===== src/sv/alm_pkg.sv =====
// alm_pkg: shared types, codes and constants of the audio level meter
// no dependencies; imported by alm_divsqrt and audio_level_meter
package alm_pkg;

	localparam int LEVEL_W        = 24;
	localparam int SUM_W          = 62;
	localparam int ROOT_W         = SUM_W / 2;
	localparam int SUB_W          = 34;
	localparam int PROD_W         = 40;
	localparam int DECAY_W        = 16;
	localparam int CFG_W          = 24;
	localparam int CH_FIELD_W     = 5;
	localparam int CHANNELS_DEF   = 32;
	localparam int COUNT_BITS_DEF = 16;

	localparam logic [DECAY_W-1:0] DECAY_RESET = 16'd63068;
	localparam logic [LEVEL_W-1:0] CLIP_RESET  = 24'd8388607;

	// register indexes of the configuration port
	localparam logic CFG_DECAY = 1'b0;
	localparam logic CFG_CLIP  = 1'b1;

	typedef enum logic [1:0] {
		OP_SAMPLE = 2'd0,
		OP_FINAL  = 2'd1,
		OP_CLEAR  = 2'd2,
		OP_NONE   = 2'd3
	} alm_op_t;

	typedef struct packed {
		logic [1:0]               opcode;
		logic [CH_FIELD_W-1:0]    channel;
		logic signed [LEVEL_W-1:0] sample;
		logic                     active;
	} alm_in_t;

	typedef struct packed {
		logic [CH_FIELD_W-1:0] meter_channel;
		logic [LEVEL_W-1:0]    peak_level;
		logic [LEVEL_W-1:0]    rms_level;
		logic [LEVEL_W-1:0]    held_peak;
		logic                  clip_seen;
		logic                  active_out;
	} alm_out_t;

	typedef enum logic [2:0] {
		ST_IDLE,
		ST_RD,
		ST_UPD,
		ST_START,
		ST_ROOT,
		ST_FIN
	} alm_state_t;

	typedef enum logic [1:0] {
		DS_IDLE,
		DS_DIV,
		DS_SQRT
	} alm_ds_state_t;

endpackage


===== src/sv/alm_divsqrt.sv =====
// alm_divsqrt: iterative floor(sqrt(sum / count)), one bit per cycle
// one shared subtractor serves the restoring divide and the square root; uses alm_pkg
module alm_divsqrt #(
	parameter int COUNT_BITS = alm_pkg::COUNT_BITS_DEF
) (
	input  logic                        clk,
	input  logic                        arst_n,
	input  logic                        start,
	input  logic [alm_pkg::SUM_W-1:0]   sum,
	input  logic [COUNT_BITS-1:0]       count,
	output logic                        done,
	output logic [alm_pkg::LEVEL_W-1:0] root
);
	import alm_pkg::*;

	localparam int STEP_W = $clog2(SUM_W);
	localparam int REM_W  = SUB_W - 2;

	alm_ds_state_t state_q, state_d;
	logic [STEP_W-1:0] step_q;
	logic              done_q;
	logic [SUM_W-1:0]  work_q;
	logic [COUNT_BITS-1:0] den_q;
	logic [REM_W-1:0]  rem_q;
	logic [ROOT_W-1:0] root_q;

	logic [SUB_W-1:0] sub_a, sub_b;
	logic [SUB_W:0]   sub_diff;
	logic             sub_ge;
	logic             last_div, last_sqrt;

	assign last_div  = (step_q == STEP_W'(SUM_W - 1));
	assign last_sqrt = (step_q == STEP_W'(ROOT_W - 1));

	// shared subtractor: divisor trial or root trial
	always_comb begin
		case (state_q)
			DS_DIV: begin
				sub_a = SUB_W'({rem_q[COUNT_BITS-1:0], work_q[SUM_W-1]});
				sub_b = SUB_W'(den_q);
			end
			DS_SQRT: begin
				sub_a = {rem_q, work_q[SUM_W-1:SUM_W-2]};
				sub_b = SUB_W'({root_q, 2'b01});
			end
			default: begin
				sub_a = '0;
				sub_b = '0;
			end
		endcase
	end

	assign sub_diff = {1'b0, sub_a} - {1'b0, sub_b};
	assign sub_ge   = !sub_diff[SUB_W];

	always_comb begin
		state_d = state_q;
		case (state_q)
			DS_IDLE: if (start) state_d = DS_DIV;
			DS_DIV:  if (last_div) state_d = DS_SQRT;
			DS_SQRT: if (last_sqrt) state_d = DS_IDLE;
			default: state_d = DS_IDLE;
		endcase
	end

	always_ff @(posedge clk or negedge arst_n) begin
		if (!arst_n) begin
			state_q <= DS_IDLE;
			step_q  <= '0;
			done_q  <= 1'b0;
		end else begin
			state_q <= state_d;
			done_q  <= (state_q == DS_SQRT) && last_sqrt;
			if (state_d != state_q)
				step_q <= '0;
			else
				step_q <= step_q + 1'b1;
		end
	end

	always_ff @(posedge clk) begin
		case (state_q)
			DS_IDLE: begin
				if (start) begin
					work_q <= sum;
					den_q  <= count;
					rem_q  <= '0;
				end
			end
			DS_DIV: begin
				work_q <= {work_q[SUM_W-2:0], sub_ge};
				if (last_div) begin
					rem_q  <= '0;
					root_q <= '0;
				end else begin
					rem_q <= sub_ge ? sub_diff[REM_W-1:0] : sub_a[REM_W-1:0];
				end
			end
			DS_SQRT: begin
				work_q <= {work_q[SUM_W-3:0], 2'b00};
				rem_q  <= sub_ge ? sub_diff[REM_W-1:0] : sub_a[REM_W-1:0];
				root_q <= {root_q[ROOT_W-2:0], sub_ge};
			end
			default: begin
				rem_q <= rem_q;
			end
		endcase
	end

	assign done = done_q;
	assign root = root_q[LEVEL_W-1:0];

endmodule


===== config.mk =====
export PLATFORM = sky130hd
export DESIGN_NAME = alm_divsqrt
export DESIGN_NICKNAME = d
export VERILOG_FILES = /design/src/sv/alm_pkg.sv /design/src/sv/alm_divsqrt.sv
export SDC_FILE = /design/constraint.sdc
export NUM_CORES = 1
export LEC_CHECK = 0
export ABC_CLOCK_PERIOD_IN_PS = 8200
export BUFFER_PORTS_ARGS = -buffer_cell sky130_fd_sc_hd__buf_4
export CAP_MARGIN = 20
export CORE_UTILIZATION = 40
export DETAILED_ROUTE_END_ITERATION = 6
export GPL_TIMING_DRIVEN = 0
export PLACE_DENSITY = 0.69
export RECOVER_POWER = 100
export SETUP_SLACK_MARGIN = 0.02
export SLEW_MARGIN = 10
export SYNTH_ARGS = -nofsm -noshare
export SYNTH_HDL_FRONTEND = slang
export SYNTH_SLANG_ARGS = --single-unit

===== constraint.sdc =====
create_clock -name clk -period 8.2 [get_ports clk]
set_input_delay 2.05 -clock clk [delete_from_list [all_inputs] [get_ports clk]]
set_output_delay 2.05 -clock clk [all_outputs]
set_load 0.005 [all_outputs]

# After elaboration in Yosys (flattened, before gate mapping)
# Index checks and enable logic that the tools add are counted.
[totals]
reg_bits = 150
input_bits = 81
out_inout_bits = 25
elab_cells = 39
[op_classes]
add_sub_neg = 2
eq_ne = 7
muxes = 15
reduce_logical = 8
[ops]
columns = ["cell", "n"]
rows = [
  ["$pmux W62 S3", 1],
  ["$mux W32", 3],
  ["$pmux W32 S3", 1],
  ["$pmux W34 S2", 1],
  ["$pmux W33 S2", 1],
  ["$mux W62", 1],
  ["$pmux W31 S2", 1],
  ["$sub A34 B34 Y35", 1],
  ["$mux W31", 1],
  ["$add A6 B1 Y6 const B", 1],
  ["$eq A6 B5 Y1 const B", 1],
  ["$eq A6 B6 Y1 const B", 1],
  ["$mux W2", 3],
  ["$mux W6", 1],
  ["$pmux W2 S3", 1],
  ["$reduce_and A2 Y1", 3],
  ["$ne A2 B2 Y1 const B", 2],
  ["$reduce_bool A3 Y1", 1],
  ["$eq A2 B1 Y1 const B", 1],
  ["$eq A2 B2 Y1 const B", 1],
  ["$logic_not A2 Y1", 1],
  ["$ne A2 B2 Y1", 1],
  ["$reduce_bool A2 Y1", 1],
  ["$logic_and A1 B1 Y1", 1],
  ["$logic_not A1 Y1", 1],
]

# Longest topological paths before layout
[logic_depth]
depth_word = 6
depth_mapped = 20

# Least setup slack after synthesis
# No wires, ideal clock.
[synth_timing]
path_type = "register to register"
from = "register state_q[0]"
to = "register rem_q[31], data pin"
arrival_time_ps = 4199
setup_slack_ps = 3843
path_stages_with_launch = 20
n_path_buf = 4
period_less_slack_ps = 4357
cell_sequence = "dfrtp_1 -> inv_1 -> ha_1 -> clkbuf_1 -> and2_1 -> clkbuf_1 -> clkbuf_1 -> a21o_1 -> ha_1 -> fa_1 -> and2b_1 -> o2111ai_2 -> a2111oi_4 -> o311ai_2 -> a31oi_4 -> a21oi_2 -> and2_4 -> buf_6 -> or4_1 -> o211ai_1"
[synth_via]
elab_chain_cells = 6
[synth_rtl]
columns = ["element", "line", "text"]
rows = [
  ["start: declaration", "alm_divsqrt.sv:19", "alm_ds_state_t state_q, state_d;"],
  ["start signal: assignment", "alm_divsqrt.sv:72", "state_q <= state_d;"],
  ["$eq A2 B2 Y1 or $eq A2 B1 Y1 (tied branches)", "alm_divsqrt.sv:37, alm_divsqrt.sv:82", ""],
  ["$pmux W34 S2 or $pmux W33 S2 (tied branches)", "alm_divsqrt.sv:37", "case (state_q)"],
  ["$sub A34 B34 Y35", "alm_divsqrt.sv:53", "assign sub_diff = {1'b0, sub_a} - {1'b0, sub_b};"],
  ["$mux W32", "alm_divsqrt.sv:96, alm_divsqrt.sv:101", ""],
  ["$mux W32", "alm_divsqrt.sv:92", "if (last_div) begin"],
  ["$pmux W32 S3 *", "alm_divsqrt.sv:82", "case (state_q)"],
  ["end signal: assignment", "alm_divsqrt.sv:96", "rem_q <= sub_ge ? sub_diff[REM_W-1:0] : sub_a[REM_W-1:0];"],
  ["end signal: assignment", "alm_divsqrt.sv:101", "rem_q <= sub_ge ? sub_diff[REM_W-1:0] : sub_a[REM_W-1:0];"],
  ["end signal: assignment", "alm_divsqrt.sv:105", "rem_q <= rem_q;"],
  ["end: declaration", "alm_divsqrt.sv:24", "logic [REM_W-1:0] rem_q;"],
]
# Every way passes the cells marked *; elsewhere a longest branch is shown, timed or not.
# A chain may end at the register's enable or synchronous reset.

# Final worst setup path
[layout_timing]
from = "register state_q[0]"
to = "register rem_q[19], data pin"
# Same word-level chain as after synthesis.

==> impl_metrics.toml <==
[grt]
antenna_found_initial = 0
grt_max_degree = 56
grt_pass1_vias = 7321
grt_pass1_wl_mm = 38.55
grt_overflow = 0
grt_usage_pct = 21.23

[synthesis]
yosys_register_bits = 150
ys_types = 55
yosys_warnings = 0
syn_avg_cell_area_um2 = 9.968
synth_nets = 1030
ys_seq_area_share_pct = 49.32
synth_edf_count = 141
async_flop_share_pct = 6.000
synthCells = 907
syn_area_um2 = 9041
synth_flop_cell = "edfxtp_1"

[worst_setup_path]
path_class = "reg -> reg"
crit_buf_inv = 6
startpoint_type = "flop"
end_kind = "flop"
cpPeakStageDelay_ns = 0.68
cp_max_fo = 10
critPathSlowestCell = "a2111oi_0"
crit_path_frequent_cell = "clkbuf_1"
path_delay_family = "buffers and inverters"
cp.required_ns = 8.34
cp.arrival_ns = 6.60
path_cells = "inv_1 -> ha_1 -> clkbuf_1 -> clkbuf_1 -> clkbuf_1 -> o21ai_0 -> ha_1 -> and2b_1 -> o2111ai_1 -> a2111oi_0 -> o311ai_0 -> a31oi_4 -> a21oi_1 -> nand2_1 -> clkbuf_1 -> clkbuf_1 -> a211oi_1"

[clock_tree]
post_cts_resized = 0
clk_pin_slew_ns = 0.07
cts_tree = "done"
clock_latency_ns = 0.43
postCtsSetupBuffers = 0
cts_inserted_buffers = 17
clockRootBuffer = "clkbuf_16"
htree_num_levels = 4
cts_sinks = 150
cts_buffer_depth = 2
ctsHoldBuffers = 0

[sta]
fmax_mhz = 154.7
finalMaxSlewViolations = 129
fin_crit_ns = 6.462
hold_viol = 0
slew-limit-headroom_pct = -98.51
fin_crit_sh_pct = 78.81
final.setup.tns_ns = 0
fin_ws_ns = 1.738
clock_skew_ns = 0.01006
rsz0062_at_grt = "no"
finalSetupViolCount = 0
tightest_slew_ns = 2.978

[floorplan]
dieArea_um2 = 23210
initial_core_util_pct = 41.05
boundaryPins = 106
rows = 54
fp.coreArea_um2 = 22030
fp.dieW_um = 152.3
die_h_um = 152.3

[route]
num_vias = 7470
drc_errors = 1
firstDrtPassIters = 7
antenna_left = 0
viasPerCell = 5.638
drtIter0Drc = 688
wire_per_inst_um = 18.27
totalWireLength_mm = 24.21

[placement]
globalplace.congestion = 0.8968
dp_hpwl_mm = 17.10
portBuffers = 105
dpl_worst_slack_ns = 2.883

[final_layout]
multiInputGateArea_um2 = 4011
drive_above_1_share_pct = 15.98
ff_latch_area_um2 = 4459
fin_nets = 1155
area_delta_synth_final_pct = 18.68
antennaDiodeCount = 0
fillers = 2074

[min_path]
hold_path.class = "reg -> reg"

[power]
p_per_area_nw_per_um2 = 411.2
ir_drop_uv = 327.3
p_leak_nw = 4.195

[run_status]
violations = "design-rule violations, max-capacitance violations, max-slew violations"
status = "finished with violations"

[job]
cap_viol_max_count = 3
kinds of logic (layout without fill, tap and decap cells):
kind of cell	after synthesis	in the layout	synth area share, %
mux	4	4	0.4843
flops	150	150	49.32
xor+xnor	31	31	3.003
compound gates	292	292	21.15
simple gates	274	274	14.25
buf+inv	114	252	5.895
fa+ha+maj	42	42	5.895
worst paths after layout:
| kind | start | endpoint | slack, ns | depth (start not counted) |
|---|---|---|---|---|
| worst min register to register | step_q[0] | step_q[0] | 0.52 | 1 |
| worst max register to register | state_q[0] | rem_q[19] | 1.74 | 17 |
| min in group asynchronous | arst_n | step_q[0] | 1.54 | 1 |
| worst max-delay path | state_q[0] | rem_q[19] | 1.74 | 17 |
| worst min-delay path | step_q[0] | step_q[0] | 0.52 | 1 |
| max in group asynchronous | arst_n | state_q[0] | 6.34 | 1 |
cell type report:
class	instances	share of cell area, %
Buffer	79	3.638
Clock buffer	17	3.965
Clock inverter	15	1.656
Inverter	35	1.224
Multi-Input combinational cell	643	37.38
Sequential cell	150	41.56
Tap cell	280	3.265
Timing Repair Buffer	106	7.311
cells in the mapped netlist (all sizes together) (6+ instances only):
cell / count / share of area (%)
a211oi: 9 / 0.80
a21o: 15 / 1.3
a21oi: 117 / 6.6
a22o: 16 / 1.5
a22oi: 61 / 5.1
a31oi: 6 / 0.58
and2: 66 / 4.6
buf: 34 / 2.6
clkbuf: 45 / 1.9
dfrtp: 9 / 2.5
edfxtp: 141 / 47
ha: 41 / 5.7
inv: 35 / 1.5
nand2: 72 / 3.0
nand3: 11 / 0.61
nor2: 93 / 3.9
nor3: 9 / 0.50
o211ai: 6 / 0.50
o21ai: 31 / 1.7
xnor2: 21 / 2.0
xor2: 10 / 0.97
worst register-to-register path, delay by kind of cell, from the launching register on:
| kind | cells | cell delay (ns) |
|---|---|---|
| AO/OA/AOI/OAI | 7 | 2.16 |
| adder cells (fa/ha/maj) | 2 | 0.69 |
| buffers and inverters | 6 | 2.53 |
| flip-flops | 1 | 0.47 |
| AND/OR/NAND/NOR | 2 | 0.31 |
registers in the layout, indices dropped and copies added (netlist names):
name	flops
work_q	62
rem_q	32
root_q	31
den_q	16
step_q	6
state_q	2
done	1
power breakdown:
part	internal (mW)	leakage [nW]	switching (mW)	total, mW
Combinational	0.759	2.42	1.42	2.18
Clock	0.480	0.291	0.327	0.807
Sequential	1.27	1.49	0.152	1.42
routing by layer:
layer | vias up | share of wire (%) | GRT usage, %
li1 | 3536 | - | -
met1 | 3552 | 45 | 28.88
met2 | 323 | 45 | 33.51
met3 | 59 | 6.9 | 3.242
met4 | 0 | 3.6 | 9.475
met5 | - | 0 | 0
metrics by stage:
stage	power [mW]	cell area [um^2]	hold slack (ns)	instances	util (%)
floorplan	2.995	9041	0.4798	907	-
finish	4.412	10730	0.5206	1325	48.72
detailed placement	3.623	10210	0.5197	1293	46.36
global placement	3.584	10180	0.5109	1292	46.22
CTS	4.447	10810	0.5282	1325	49.10
global route	4.693	10730	0.5640	1325	48.72
cells in the final DEF (no fill, tap or decap), types with 3 or more instances in the layout:
| cell type | n |
|---|---|
| nor2b_1 | 3 |
| clkbuf_4 | 41 |
| a21o_1 | 14 |
| o21a_1 | 5 |
| clkbuf_1 | 54 |
| a31oi_1 | 5 |
| o211ai_1 | 6 |
| dfrtp_1 | 9 |
| and3_1 | 4 |
| nor3_1 | 9 |
| a211oi_1 | 8 |
| ha_1 | 41 |
| and2_0 | 34 |
| nand3_1 | 11 |
| clkbuf_16 | 17 |
| edfxtp_1 | 141 |
| nor2_1 | 93 |
| or3_1 | 5 |
| o21bai_1 | 5 |
| and2_1 | 31 |
| o21ai_0 | 31 |
| a22o_1 | 16 |
| bufinv_16 | 3 |
| buf_4 | 86 |
| a21boi_0 | 5 |
| nand2_1 | 72 |
| nand4_1 | 5 |
| clkinv_4 | 3 |
| a22oi_1 | 61 |
| buf_2 | 3 |
| xnor2_1 | 21 |
| inv_1 | 35 |
| xor2_1 | 10 |
| a21oi_1 | 116 |
| a221oi_1 | 4 |
(Power assumes the default switching activity.)
